==> src/rtl/core/utf8_sanitizer_top_assert.svh <==
// Assertion macros for the UTF-8 sanitizer RTL.
`ifndef UTF8_SANITIZER_TOP_ASSERT_SVH
`define UTF8_SANITIZER_TOP_ASSERT_SVH

`ifndef ASSERT_OFF
// Checked while out of reset
`define U8S_ASSERT(name, clk, rst_n, prop, msg) \
  name: assert property (@(posedge clk) disable iff (!rst_n) (prop)) else $error(msg);
// Checked at every edge, reset included
`define U8S_ASSERT_ALWAYS(name, clk, prop, msg) \
  name: assert property (@(posedge clk) (prop)) else $error(msg);
`else
`define U8S_ASSERT(name, clk, rst_n, prop, msg)
`define U8S_ASSERT_ALWAYS(name, clk, prop, msg)
`endif

`endif

==> src/rtl/core/u8s_pkg.sv <==
// Shared types and constants of the UTF-8 sanitizer.
package u8s_pkg;

  // Most results one input item can cause: four sequence bytes and a terminator
  localparam int MAX_RESULTS   = 5;
  localparam int NUM_W         = 3;
  localparam int HELD_DEPTH    = 3;
  localparam int COUNT_W_DEF   = 32;
  localparam int CHAR_COUNT_W  = 32;

  localparam logic [7:0] REPL_RESET = 8'h3F;

  // Byte class masks and codes
  localparam logic [7:0] CONT_MASK  = 8'hC0;
  localparam logic [7:0] CONT_CODE  = 8'h80;
  localparam logic [7:0] LEAD2_MASK = 8'hE0;
  localparam logic [7:0] LEAD2_CODE = 8'hC0;
  localparam logic [7:0] LEAD3_MASK = 8'hF0;
  localparam logic [7:0] LEAD3_CODE = 8'hE0;
  localparam logic [7:0] BAD_MASK   = 8'hF8;

  localparam logic [2:0] SEQ_NONE = 3'd0;
  localparam logic [2:0] SEQ_LEN2 = 3'd2;
  localparam logic [2:0] SEQ_LEN3 = 3'd3;
  localparam logic [2:0] SEQ_LEN4 = 3'd4;

  typedef enum logic [1:0] {
    CLS_ASCII = 2'd0,
    CLS_LEAD  = 2'd1,
    CLS_CONT  = 2'd2,
    CLS_BAD   = 2'd3
  } byte_class_t;

  typedef logic [MAX_RESULTS-1:0][7:0] byte_list_t;

  // Open multibyte sequence
  typedef struct packed {
    logic [2:0]                 len;
    logic [1:0]                 pos;
    logic [HELD_DEPTH-1:0][7:0] held;
  } seq_state_t;

  // Results caused by one item
  typedef struct packed {
    byte_list_t       bytes;
    logic [NUM_W-1:0] num;
    logic             term;
    logic [1:0]       inc;
  } step_res_t;

endpackage

==> src/rtl/core/u8s_step.sv <==
// Per-byte decode: classifies one byte and builds its result list and next sequence state.
module u8s_step
  import u8s_pkg::*;
(
  input  logic [7:0] data_byte,
  input  logic       end_of_string,
  input  logic [7:0] repl_byte,
  input  seq_state_t seq,
  output seq_state_t seq_nxt,
  output step_res_t  res
);

  byte_class_t      cls;
  logic [2:0]       lead_len;
  logic [2:0]       pos_p1;
  logic [NUM_W-1:0] n0;

  // Classify the byte
  always_comb begin
    if ((data_byte & CONT_MASK) == CONT_CODE) begin
      cls = CLS_CONT;
    end else if (!data_byte[7]) begin
      cls = CLS_ASCII;
    end else if ((data_byte & BAD_MASK) == BAD_MASK) begin
      cls = CLS_BAD;
    end else begin
      cls = CLS_LEAD;
    end
  end

  // Sequence length announced by a lead byte
  always_comb begin
    if ((data_byte & LEAD2_MASK) == LEAD2_CODE) begin
      lead_len = SEQ_LEN2;
    end else if ((data_byte & LEAD3_MASK) == LEAD3_CODE) begin
      lead_len = SEQ_LEN3;
    end else begin
      lead_len = SEQ_LEN4;
    end
  end

  assign pos_p1 = {1'b0, seq.pos} + 3'd1;

  // Result list and next state
  always_comb begin
    seq_nxt   = seq;
    res       = '0;
    n0        = '0;
    unique case (cls)
      CLS_CONT: begin
        if (seq.len == SEQ_NONE) begin
          // stray continuation
          res.bytes[0] = repl_byte;
          n0           = NUM_W'(1);
          res.inc      = 2'd1;
        end else if (pos_p1 >= seq.len - 3'd1) begin
          // sequence complete: held bytes then this one
          res.bytes[0] = seq.held[0];
          res.bytes[1] = (pos_p1 > 3'd1) ? seq.held[1] : data_byte;
          res.bytes[2] = (pos_p1 > 3'd2) ? seq.held[2] : data_byte;
          res.bytes[3] = data_byte;
          n0           = NUM_W'(pos_p1) + NUM_W'(1);
          res.inc      = 2'd1;
          seq_nxt.len  = SEQ_NONE;
          seq_nxt.pos  = '0;
        end else begin
          seq_nxt.held[pos_p1[1:0]] = data_byte;
          seq_nxt.pos               = pos_p1[1:0];
        end
      end
      CLS_ASCII: begin
        if (seq.len != SEQ_NONE) begin
          // broken sequence: replacement, then the ASCII byte
          res.bytes[0] = repl_byte;
          res.bytes[1] = data_byte;
          n0           = NUM_W'(2);
          res.inc      = 2'd2;
        end else begin
          res.bytes[0] = data_byte;
          n0           = NUM_W'(1);
          res.inc      = 2'd1;
        end
        seq_nxt.len = SEQ_NONE;
        seq_nxt.pos = '0;
      end
      CLS_LEAD: begin
        if (seq.len != SEQ_NONE) begin
          res.bytes[0] = repl_byte;
          n0           = NUM_W'(1);
          res.inc      = 2'd1;
        end
        seq_nxt.len     = lead_len;
        seq_nxt.pos     = '0;
        seq_nxt.held[0] = data_byte;
      end
      CLS_BAD: begin
        // dropped, sequence untouched
      end
    endcase

    // terminator goes after the byte results
    res.num = n0;
    if (end_of_string) begin
      for (int k = 0; k < MAX_RESULTS; k++) begin
        if (NUM_W'(k) == n0) begin
          res.bytes[k] = 8'h00;
        end
      end
      res.num     = n0 + NUM_W'(1);
      res.term    = 1'b1;
      seq_nxt.len = SEQ_NONE;
      seq_nxt.pos = '0;
    end
  end

endmodule

==> src/rtl/core/utf8_sanitizer_top.sv <==
// Top level of the UTF-8 sanitizer: sequence state, character counter and result queue.

// UTF-8 sanitizer. Takes one string byte per item and gives the sanitized bytes, one per
// result item, followed by a zero terminator (is_last high) carrying the character count
// of the string. Each byte is decoded in the cycle it is accepted and its results (up to
// five) go into a result shift register that drains one item per cycle while out_ready
// is high. A new input item is accepted when that register is empty or is handing over
// its last result, so the block takes one byte per cycle while out_ready is high and each
// byte causes at most one result; a byte causing more holds the input until its last one
// goes. Leads opening a sequence and dropped F8-FF bytes load nothing. The replacement
// byte is written through the cfg port, which is always ready; reset sets it to '?'.
`include "utf8_sanitizer_top_assert.svh"

module utf8_sanitizer_top
  import u8s_pkg::*;
#(
  parameter int COUNT_WIDTH = COUNT_W_DEF
)
(
  input  logic                    clk,
  input  logic                    rst_n,
  input  logic                    in_valid,
  output logic                    in_ready,
  input  logic [7:0]              in_data_byte,
  input  logic                    in_end_of_string,
  output logic                    out_valid,
  input  logic                    out_ready,
  output logic [7:0]              out_byte,
  output logic                    out_is_last,
  output logic [CHAR_COUNT_W-1:0] out_char_count,
  input  logic                    cfg_valid,
  output logic                    cfg_ready,
  input  logic [7:0]              cfg_replacement_byte
);

  logic [7:0]              repl_r;
  seq_state_t              seq_r;
  seq_state_t              seq_nxt;
  step_res_t               res;
  logic [COUNT_WIDTH-1:0]  cnt_r;
  logic [COUNT_WIDTH-1:0]  cnt_sum;
  logic [CHAR_COUNT_W-1:0] cnt_sum32;
  byte_list_t              q_byte_r;
  byte_list_t              q_byte_nxt;
  logic [NUM_W-1:0]        q_num_r;
  logic [NUM_W-1:0]        q_num_nxt;
  logic                    q_term_r;
  logic                    q_term_nxt;
  logic [CHAR_COUNT_W-1:0] q_total_r;
  logic [CHAR_COUNT_W-1:0] q_total_nxt;
  logic                    in_acc;
  logic                    q_pop;
  logic                    eos_acc;
  logic                    seq_idle;
  logic                    seq_legal;

  // Replacement byte register
  assign cfg_ready = 1'b1;

  always_ff @(posedge clk) begin
    if (!rst_n) begin
      repl_r <= REPL_RESET;
    end else if (cfg_valid && cfg_ready) begin
      repl_r <= cfg_replacement_byte;
    end
  end

  // Byte decode
  u8s_step u_step (
    .data_byte     (in_data_byte),
    .end_of_string (in_end_of_string),
    .repl_byte     (repl_r),
    .seq           (seq_r),
    .seq_nxt       (seq_nxt),
    .res           (res)
  );

  // Handshake
  assign q_pop    = out_valid && out_ready;
  assign in_ready = (q_num_r == '0) || ((q_num_r == NUM_W'(1)) && out_ready);
  assign in_acc   = in_valid && in_ready;

  // Sequence state; held bytes need no reset
  always_ff @(posedge clk) begin
    if (!rst_n) begin
      seq_r.len <= SEQ_NONE;
      seq_r.pos <= '0;
    end else if (in_acc) begin
      seq_r <= seq_nxt;
    end
  end

  // Character counter, wraps at COUNT_WIDTH bits
  assign cnt_sum = cnt_r + COUNT_WIDTH'(res.inc);

  generate
    if (COUNT_WIDTH >= CHAR_COUNT_W) begin : g_cnt_trunc
      assign cnt_sum32 = cnt_sum[CHAR_COUNT_W-1:0];
    end else begin : g_cnt_ext
      assign cnt_sum32 = {{(CHAR_COUNT_W-COUNT_WIDTH){1'b0}}, cnt_sum};
    end
  endgenerate

  always_ff @(posedge clk) begin
    if (!rst_n) begin
      cnt_r <= '0;
    end else if (in_acc) begin
      cnt_r <= in_end_of_string ? '0 : cnt_sum;
    end
  end

  // Result queue: load a new list or shift one result out
  always_comb begin
    q_byte_nxt  = q_byte_r;
    q_num_nxt   = q_num_r;
    q_term_nxt  = q_term_r;
    q_total_nxt = q_total_r;
    if (in_acc && (res.num != '0)) begin
      q_byte_nxt  = res.bytes;
      q_num_nxt   = res.num;
      q_term_nxt  = res.term;
      q_total_nxt = cnt_sum32;
    end else if (q_pop) begin
      q_byte_nxt = byte_list_t'(q_byte_r >> 8);
      q_num_nxt  = q_num_r - NUM_W'(1);
      if (q_num_r == NUM_W'(1)) begin
        q_term_nxt = 1'b0;
      end
    end
  end

  always_ff @(posedge clk) begin
    if (!rst_n) begin
      q_num_r  <= '0;
      q_term_r <= 1'b0;
    end else begin
      q_num_r  <= q_num_nxt;
      q_term_r <= q_term_nxt;
    end
  end

  always_ff @(posedge clk) begin
    q_byte_r  <= q_byte_nxt;
    q_total_r <= q_total_nxt;
  end

  // Output
  assign out_valid      = (q_num_r != '0);
  assign out_byte       = q_byte_r[0];
  assign out_is_last    = q_term_r && (q_num_r == NUM_W'(1));
  assign out_char_count = out_is_last ? q_total_r : '0;

  // Terms used by the checks
  assign eos_acc   = in_acc && in_end_of_string;
  assign seq_idle  = (seq_r.len == SEQ_NONE);
  assign seq_legal = (seq_r.len >= SEQ_LEN2) && (seq_r.len <= SEQ_LEN4) &&
                     (3'(seq_r.pos) <= seq_r.len - 3'd2);

  // Checks
  `U8S_ASSERT_ALWAYS(a_reset_empty, clk, !rst_n |=> !out_valid, "queue not empty after reset")
  `U8S_ASSERT(a_idle_ready, clk, rst_n, !out_valid |-> in_ready, "empty queue blocks input")
  `U8S_ASSERT(a_eos_closes, clk, rst_n, eos_acc |=> (seq_idle && (cnt_r == '0)), "state open")
  `U8S_ASSERT(a_seq_pos, clk, rst_n, !seq_idle |-> seq_legal, "sequence position out of range")
  `U8S_ASSERT(a_term_zero, clk, rst_n, out_is_last |-> (out_byte == 8'h00), "terminator not zero")

endmodule
==> config.mk <==
export PLATFORM = sky130hd
export DESIGN_NAME = utf8_sanitizer_top
export DESIGN_NICKNAME = d
export VERILOG_FILES = /design/src/rtl/core/u8s_pkg.sv /design/src/rtl/core/u8s_step.sv /design/src/rtl/core/utf8_sanitizer_top.sv
export VERILOG_INCLUDE_DIRS = /design/src /design/src/rtl/core
export SDC_FILE = /design/constraint.sdc
export NUM_CORES = 1
export LEC_CHECK = 0
export ABC_AREA = 1
export ABC_CLOCK_PERIOD_IN_PS = 7900
export BUFFER_PORTS_ARGS = -buffer_cell sky130_fd_sc_hd__buf_2
export CORE_ASPECT_RATIO = 0.8
export CORE_MARGIN = 3
export CORE_UTILIZATION = 64
export DETAILED_ROUTE_END_ITERATION = 7
export PLACE_DENSITY = 0.85
export SETUP_SLACK_MARGIN = 0.2
export SLEW_MARGIN = 20
export SYNTH_ARGS = -nofsm -noshare
export SYNTH_HDL_FRONTEND = slang
export SYNTH_SLANG_ARGS = --single-unit
==> constraint.sdc <==
create_clock -name clk -period 7.9 [get_ports clk]
set_input_delay 1.58 -clock clk [delete_from_list [all_inputs] [get_ports clk]]
set_output_delay 1.58 -clock clk [all_outputs]
set_load 0.05 [all_outputs]
# [Word-level counts from Yosys, hierarchy flattened]
# Cells that the tools add are included.
# Widths: inputs -> output; s select.
[totals] regBits=145 input_bits=22 out_inout_bits=44 wordCells=115
[classes] addsub=6 n_lt_le_gt_ge=5 eq_ne=14 mux=50 bitwise=2 reduce_logical=23
[ops] op="$mux 32" count=3
[ops] op="$mux 8" count=11
[ops] op="$mux 40" count=2
[ops] op="$mux 24" count=2
[ops] op="$mux 36" count=1
[ops] op="$add 32x2->32" count=1
[ops] op="$pmux 8 s2" count=2
[ops] op="$mux 29" count=1
[ops] op="$bwmux 24" count=1
[ops] op="$pmux 8 s3" count=1
[ops] op="$mux 3" count=7
[ops] op="$demux 8 s2" count=1
[ops] op="$mux 16" count=1
[ops] op="$pmux 5 s3" count=1
[ops] op="$mux 2" count=7
[ops] op="$reduce_and 5->1" count=2
[ops] op="$logic_not 3->1" count=3
[ops] op="$pmux 3 s3" count=1
[ops] op="$reduce_bool 3->1" count=3
[ops] op="$add 3x1->3 const B" count=2
[ops] op="$eq 2x3->1 const A" count=2
[ops] op="$logic_and 1x1->1" count=6
[ops] op="$mux 1" count=6
[ops] op="$pmux 2 s3" count=1
[ops] op="other kinds (26)" count=32

# [Longest topological paths before layout]
# Gate-level depths: netlist of the first run.
[depth] ltp_word=13 depth_mapped=23 depth_no_buf=23

# [Hierarchy]
# A second synthesis of the first run with hierarchy kept.
[unflattened] hier_cells=1080 area_unflattened_um2=8311.7
[modules_own_cells] mod="utf8_sanitizer_top" n_inst=1 cells_per_inst=740 area_each_um2=6568.8 seq_area_each_um2=3863.7
[modules_own_cells] mod="u8s_step" n_inst=1 cells_per_inst=340 area_each_um2=1742.9 seq_area_each_um2=0.0

# [Least setup slack after synthesis of the first run]
# OpenSTA, ideal clock, no wires.
[synth_timing] kind="input to register" start="input port in_data_byte[6]" end="register q_byte_r (netlist bit out_byte[0]) (enable)" setup_time_ps=478 arrival_time_ps=3728 required_time_ps=7422 path_slack_ps=3693 path_stages=13 path_buffers=1 path_cell_list="inv_1 nand2_2 inv_1 nand3_1 nand2_2 inv_1 ha_1 or2_2 nand2_1 nand3_4 nand2_8 buf_4 nand2_1"
[synth_between] elab_chain_cells=11 word_cells_on_any_way=14 cone_classes="1 x add/sub; 4 x eq/ne; 5 x mux; 4 x reduce/logical"
[synth_rtl] element="start: declaration" line="utf8_sanitizer_top.sv:24" source="input logic [7:0] in_data_byte,"
[synth_rtl] element="$eq 5x5->1" line="u8s_step.sv:24" source="end else if ((data_byte & BAD_MASK) == BAD_MASK) begin"
[synth_rtl] element="$mux 2" line="u8s_step.sv:24"
[synth_rtl] element="$mux 2" line="u8s_step.sv:22" source="end else if (!data_byte[7]) begin"
[synth_rtl] element="$mux 2 *" line="u8s_step.sv:20" source="if ((data_byte & CONT_MASK) == CONT_CODE) begin"
[synth_rtl] element="$eq 2x1->1 (tied with other cells)" line="u8s_step.sv:49" source="unique case (cls)"
[synth_rtl] element="$pmux 3 s3 *" line="u8s_step.sv:49"
[synth_rtl] element="$add 3x1->3" line="u8s_step.sv:109" source="res.num = n0 + NUM_W'(1);"
[synth_rtl] element="$mux 36 *" line="u8s_step.sv:103" source="if (end_of_string) begin"
[synth_rtl] element="$reduce_bool 3->1 *" line="utf8_sanitizer_top.sv:118" source="if (in_acc && (res.num != '0)) begin"
[synth_rtl] element="$logic_and 1x1->1 *" line="utf8_sanitizer_top.sv:118"
[synth_rtl] element="$reduce_bool 2->1 (no source line) *"
[synth_rtl] element="end signal: assignment" line="utf8_sanitizer_top.sv:143" source="q_byte_r <= q_byte_nxt;"
[synth_rtl] element="end: declaration" line="utf8_sanitizer_top.sv:43" source="byte_list_t q_byte_r;"
# Every way passes the cells marked *; elsewhere a longest branch is shown, timed or not.
# A chain may end at the register's enable or synchronous reset.

# [Worst setup path after layout of the first run]
[layout_timing] start="register seq_r[24] (netlist name)" end="register cnt_r[26]"
[layout_between] elab_chain_cells=7
[layout_rtl] element="start: declaration" line="utf8_sanitizer_top.sv:37" source="seq_state_t seq_r;"
[layout_rtl] element="start signal: assignment" line="utf8_sanitizer_top.sv:89" source="seq_r <= seq_nxt;"
[layout_rtl] element="$add 2x1->3" line="u8s_step.sv:42" source="assign pos_p1 = {1'b0, seq.pos} + 3'd1;"
[layout_rtl] element="$ge 3x3->1" line="u8s_step.sv:56" source="end else if (pos_p1 >= seq.len - 3'd1) begin"
[layout_rtl] element="$mux 1" line="u8s_step.sv:56"
[layout_rtl] element="$mux 2" line="u8s_step.sv:51" source="if (seq.len == SEQ_NONE) begin"
[layout_rtl] element="$pmux 2 s3" line="u8s_step.sv:49"
[layout_rtl] element="$add 32x2->32" line="utf8_sanitizer_top.sv:94" source="assign cnt_sum = cnt_r + COUNT_WIDTH'(res.inc);"
[layout_rtl] element="net cnt_sum[26]" line="utf8_sanitizer_top.sv:41" source="logic [COUNT_WIDTH-1:0] cnt_sum;"
[layout_rtl] element="$mux 32" line="utf8_sanitizer_top.sv:108" source="cnt_r <= in_end_of_string ? '0 : cnt_sum;"
[layout_rtl] element="end signal: assignment" line="utf8_sanitizer_top.sv:108"
[layout_rtl] element="end: declaration" line="utf8_sanitizer_top.sv:40" source="logic [COUNT_WIDTH-1:0] cnt_r;"
# The timed path passes the listed nets, and every way through them passes these cells.

==> impl_metrics.json, run 1 <==
{
  "synth_top_cell_area_share_pct": 37.8,
  "min_period_ns": 4.06,
  "antennaDiodeCount": 0,
  "min_path_type": "reg2reg",
  "wl_met2_um": 7940,
  "drt_iter0_drc": 692,
  "worstReg2RegStart": "seq_r[24]$_SDFFE_PN0P_",
  "highest_layer": "met4",
  "core_um2": 10400,
  "cts_buffer_depth": 2,
  "grt_pass1_vias": 5648,
  "slew_headroom_pct": 46.7,
  "drt-wirelength-per-cell_um": 16.7,
  "synth_area_per_cell_um2": 8.55,
  "cts_resized": 0,
  "cp_data_arrival_time_ns": 4.41,
  "gp_congestion": 0.990,
  "hp-start": "seq_r[27]$_SDFFE_PN0P_",
  "hold_viol": 0,
  "clock_sinks": 137,
  "crit_type": "reg2reg",
  "num_vias": 5808,
  "drt_pre_antenna_iters": 6,
  "yosys_register_bits": 137,
  "yosysUniqueCellTypes": 39,
  "dp_cells": 995,
  "grt_max_degree": 47,
  "vias_per_cell": 5.66,
  "post-cts-setup-buffer-count": 0,
  "syn-cell-area_um2": 6980,
  "clockRootBuffer": "clkbuf_16",
  "route.layer.met1.wl_um": 7260,
  "fin_cells": 1027,
  "rsz0062_at_grt": "no",
  "die_h_um": 99.4,
  "grt-ovfl-total": 0,
  "hpwl_um": 11700,
  "synth_flop_cell": "edfxtp_1",
  "path_clk_slew_ns": 0.07,
  "ys_warn_count": 0,
  "startpoint": "seq_r[24]$_SDFFE_PN0P_",
  "async_reset_ff_share_pct": 0,
  "initial_utilization_pct": 66.8,
  "finalNetCount": 917,
  "required_ns": 8.25,
  "die_width_um": 123,
  "fin_tns_setup_ns": 0,
  "syn_to_final_growth_pct": 13.7,
  "power_frac_comb_pct": 31.6,
  "clock_power_share_pct": 29.1,
  "cap_viol_max_count": 0,
  "leakage_nw": 3.37,
  "power.switching_mw": 1.03,
  "p_seq_share_pct": 39.4,
  "grt_util_all_layers_pct": 29.7,
  "worstMarginPinSlew_ns": 0.799,
  "remaining_drc_errors": 0,
  "clock_latency_ns": 0.42,
  "synth_edf_count": 88,
  "synth_area_leaders": "edfxtp_1 38%, dfxtp_1 14%, nand2_1 12%",
  "antenna_found_initial": 0,
  "cts_tree": "done",
  "cts_max_level": 4,
  "ys_seq_area_share_pct": 51.9,
  "wl_um": 17200,
  "cp-start-kind": "flip-flop",
  "final_util_pct": 76.0,
  "numCtsBuffers": 17,
  "io_buffers": 64,
  "switching_share_pct": 38.9,
  "detail-route-antenna-nets": 0,
  "status": "finished clean",
  "final_layout_size_suffix_gt1_share_pct": 15.2,
  "die_area_um2": 12200,
  "final-setup-viol-count": 0,
  "period_share_pct": 51.4,
  "dr_wl_met3_um": 1710,
  "grt_first_pass_wirelength_um": 27900,
  "power.density_nw_per_um2": 334,
  "yosysTopAreaCell": "edfxtp_1",
  "path_max_fanout": 9,
  "endpoint_kind": "flip-flop",
  "skew_ns": 0.00838,
  "hold_buffers": 0,
  "vdd_drop_max_mv": 0.220,
  "multiInputGateArea_um2": 2830,
  "syn_nets": 860,
  "register_area_um2": 3620,
  "io_pins": 66,
  "drv_slew": 0,
  "fmax_mhz": 246,
  "internal_power_mw": 1.62,
  "syn_inst": 817,
  "rows": 33,
  "nFillCells": 747
}
## critical path: stages, from the launching register on
cell	delay (ns)
dfxtp_1	0.52
inv_1	0.13
ha_1	0.39
ha_1	0.31
nand2_1	0.06
inv_1	0.03
nand2_1	0.05
nand2_1	0.13
nor2_1	0.23
nor2_1	0.08
or2_2	0.29
ha_1	0.23
fa_1	0.42
nand3_1	0.17
inv_1	0.07
nand2_2	0.16
nor2_4	0.06
nand2_2	0.13
nor2_4	0.05
nand2_1	0.07
xor2_1	0.19
nand2_1	0.07
a21oi_1	0.14
## Yosys cell counts, types with 2 or more instances
cell and number:
a21oi_1 43, buf_4 12, nand2_2 10, a22oi_1 2, a211oi_1 4, nor4_1 7, o2111ai_1 4, nor2_1 90
nand3_1 44, clkbuf_1 13, nor3_2 3, conb_1 2, edfxtp_1 88, inv_1 92, ha_1 20, buf_2 6
inv_2 5, or2_2 2, nand4_1 9, o21ai_1 12, dfxtp_1 49, xnor2_1 9, nor3_1 13, xor2_1 22
nor2_4 3, o21ai_0 12, o211ai_1 8, nand2_1 222
## layout by cell type, fill, tap and decap left out, drive strengths merged
cell      Yosys  final
nand2       233    233
inv          97    104
nor2         94     94
edfxtp       88     88
buf          19     70
dfxtp        49     49
nand3        45     45
a21oi        44     44
o21ai        24     24
xor2         22     22
ha           20     20
clkbuf       13     18
nor3         16     16
xnor2        10     10
nand4         9      9
o211ai        8      8
nor4          7      7
clkinv        1      6
o2111ai       4      4
a211oi        4      4
or2           2      2
a22oi         2      2
conb          2      2
clkinvlp      0      2
a22o          1      1
o21bai        1      1
a31oi         1      1
fa            1      1
## stage by stage
stage	hold WS [ns]	instance area [µm²]	power, mW	setup WS [ns]
2_1_floorplan	0.429	6980	1.70	3.69
3_3_place_gp	0.447	7350	1.84	3.18
3_5_place_dp	0.458	7360	1.87	3.50
4_1_cts	0.471	7940	2.64	3.85
5_1_grt	0.485	7940	2.78	3.51
6_report	0.469	7940	2.65	3.84
## final timing paths
path | to | slack [ns] | depth (start not counted)
max | cnt_r[26]$_SDFFE_PN0P_ | 3.84 | 22
min reg2reg | seq_r[27]$_SDFFE_PN0P_ | 0.47 | 2
max reg2reg | cnt_r[26]$_SDFFE_PN0P_ | 3.84 | 22
min | seq_r[27]$_SDFFE_PN0P_ | 0.47 | 2
## power by group through the flow
stage	combinational (mW)	sequential [mW]	clock, mW
final	0.836	1.04	0.770
after global routing	0.924	1.06	0.802
after CTS	0.831	1.04	0.772
after detailed placement	0.818	1.05	0
after global placement	0.788	1.05	0
after floorplan	0.660	1.04	0
## registers in the layout (all words and copies together), names as in the netlist
register	cells
q_num_r	3
seq_r	29
q_term_r	1
out_byte	8
repl_r	8
q_byte_r	24
q_total_r	32
cnt_r	32
## layer usage
metal	vias to the layer above	GRT usage, %
met4	0	9.21
met3	36	8.64
met2	285	46.6
met1	2715	40.3
met5	-	0
li1	2772	-
## layout make-up
| cell class | instances | share of cell area (%) |
|---|---|---|
| Clock buffer | 18 | 5.68 |
| Clock inverter | 14 | 1.62 |
| Inverter | 98 | 4.64 |
| Multi-Input combinational cell | 550 | 35.6 |
| Sequential cell | 137 | 45.7 |
| Tap cell | 140 | 2.21 |
| Timing Repair Buffer | 70 | 4.60 |
## cells by family after synthesis
logic type	count (synthesis)	synth area share, %
XOR/XNOR	32	4.12
other	2	0.108
AO/OA/AOI/OAI	89	7.26
buffers and inverters	130	7.85
flip-flops	137	51.9
adder cells (fa/ha/maj)	21	3.87
AND/OR/NAND/NOR	406	24.9
Power figures use the tool's default switching activity.
==> run 2: changes to the inputs <==
- ABC_CLOCK_PERIOD_IN_PS: 7900 -> 4100
- CORE_UTILIZATION: 64 -> 60
- PLACE_DENSITY: 0.85 -> 0.81
- clock period: 7.9 -> 4.1 ns (I/O delays scaled with it)
==> run 2 against run 1 <==
  * Maximum frequency up 9.7%
  * Sequential cell count unchanged
  * Highest routed layer unchanged
  * Clock power up 91%
  * Register-to-register slack worse by 3.4 ns
==> impl_metrics.json, run 2 (synthesized netlist as in run 1, its figures left out) <==
{
  "final_common_cell": "nand2_1",
  "core_um2": 11100,
  "antenna_found_initial": 0,
  "initial_utilization_pct": 62.9,
  "path_max_fanout": 5,
  "clockRootBuffer": "clkbuf_16",
  "grt_util_all_layers_pct": 25.9,
  "numCtsBuffers": 17,
  "drt_iter0_drc": 625,
  "drv_slew": 0,
  "crit_slowest_cell": "fa_1",
  "largest_registers": "cnt_r (32), q_total_r (32), seq_r (29)",
  "leakage_nw": 3.38,
  "path_cells": "inv_1 > ha_1 > ha_1 > ha_1 > a21oi_1 > nand2_1 > nor2_4 > nor2_1 > or2_2 > ha_1 > fa_1 > nand3_2 > inv_1 > nand2_2 > nor2_4 > nand2_2 > nor2_4 > nand2_1 > xor2_1 > nand2_1 > a21oi_1",
  "grt-ovfl-total": 0,
  "final_cell_area_um2": 7980,
  "layout_setup_ws_ns": 0.394,
  "rows": 34,
  "rsz0062_at_grt": "yes",
  "clock_sinks": 137,
  "cp-start-kind": "flip-flop",
  "period_share_pct": 90.4,
  "hold_viol": 0,
  "power.density_nw_per_um2": 642,
  "die_width_um": 127,
  "post-cts-setup-buffer-count": 0,
  "path_clk_slew_ns": 0.06,
  "cp_data_arrival_time_ns": 4.05,
  "die_h_um": 102,
  "r2r_setup_slack_ns": 0.39,
  "cpPeakStageDelay_ns": 0.43,
  "cap_viol_max_count": 0,
  "vias_per_cell": 5.54,
  "drt-wirelength-per-cell_um": 15.9,
  "hpwl_um": 11500,
  "internal_power_mw": 3.16,
  "switching_share_pct": 38.3,
  "crit_type": "reg2reg",
  "required_ns": 4.44,
  "io_buffers": 64,
  "path_common_cell": "ha_1",
  "power.switching_mw": 1.96,
  "wl_um": 16400,
  "status": "finished clean",
  "detail-route-antenna-nets": 0,
  "grt_first_pass_wirelength_um": 26400,
  "final-setup-viol-count": 0,
  "remaining_drc_errors": 0,
  "fin_tns_setup_ns": 0,
  "slew_headroom_pct": 49.4,
  "dpl-instance-area_um2": 7380,
  "clock_power_share_pct": 28.6,
  "die_area_um2": 13000,
  "min_period_ns": 3.71,
  "power_frac_comb_pct": 32.3,
  "grt_max_degree": 40,
  "grt_pass1_vias": 5278,
  "final_util_pct": 71.8,
  "p_seq_share_pct": 39.0,
  "io_pins": 66,
  "clock_latency_ns": 0.42,
  "cts_max_level": 4,
  "final_cell_mix": "222 x nand2_1, 91 x inv_1, 88 x nor2_1, 88 x edfxtp_1, 64 x buf_2",
  "syn_to_final_growth_pct": 14.2,
  "fmax_mhz": 270,
  "dp_slack_ns": 0.215,
  "whs_ns": 0.462,
  "gp_congestion": 0.926,
  "cts_tree": "done",
  "drt_pre_antenna_iters": 5,
  "cts_buffer_depth": 2,
  "vdd_drop_max_mv": 0.329,
  "finalNetCount": 920,
  "skew_ns": 0.00818,
  "num_vias": 5731,
  "antennaDiodeCount": 0,
  "worstMarginPinSlew_ns": 0.760,
  "endpoint_kind": "flip-flop",
  "min_path_type": "reg2reg",
  "final_layout_size_suffix_gt1_share_pct": 15.7
}
[run 2: layer usage]
metal	GRT usage, %	part of all wire, %	wire length (µm)	vias to the layer above
met2	39.5	44	7290	256
li1	-	-	-	2777
met1	37.5	46	7500	2684
met5	0	0	0	-
met4	6.68	0.95	156	0
met3	6.89	8.8	1450	14
[run 2: metrics by stage]
stage,instances,power (mW)
2_1_floorplan,817,3.28
3_3_place_gp,1002,3.56
3_5_place_dp,1002,3.63
4_1_cts,1034,5.09
5_1_grt,1034,5.38
6_report,1034,5.12
[run 2: worst paths after layout]
kind	from	to	depth (start not counted)
worst min-delay path	repl_r[3]$_SDFFE_PN1P_	repl_r[3]$_SDFFE_PN1P_	2
worst max register to register	seq_r[26]$_SDFFE_PN0P_	cnt_r[26]$_SDFFE_PN0P_	21
worst max-delay path	seq_r[26]$_SDFFE_PN0P_	cnt_r[26]$_SDFFE_PN0P_	21
worst min register to register	repl_r[3]$_SDFFE_PN1P_	repl_r[3]$_SDFFE_PN1P_	2
[run 2: what timing repair did]
item / in CTS / in global routing
resized for setup: 2 / 7
setup endpoints to repair: 2 / 18
pin swaps: 0 / 0
hold buffers: 0 / 0
[run 2: layout make-up]
class / instances / area [µm²]
Sequential cell: 137 / 3630
Fill cell: 845 / 3130
Multi-Input combinational cell: 550 / 2840
Clock buffer: 18 / 429
Timing Repair Buffer: 73 / 395
Inverter: 98 / 370
Tap cell: 144 / 180
Clock inverter: 14 / 138
[run 2: power groups by stage]
stage	clock, mW	combinational [mW]	sequential (mW)
after floorplan	0	1.27	2.00
after global placement	0	1.55	2.01
after detailed placement	0	1.60	2.03
after CTS	1.47	1.62	2.00
after global routing	1.54	1.82	2.02
final	1.47	1.66	2.00
[run 2: worst max-delay path: cells and delay by family (launching register included)]
family                     cells  cell delay, ns
adders and majority gates      5            1.44
and+or+nand+nor               11            1.29
DFF                            1            0.31
AOI/OAI and AO/OA              2            0.30
xor gates and xnor gates       1            0.17
buffers and inverters          2            0.12
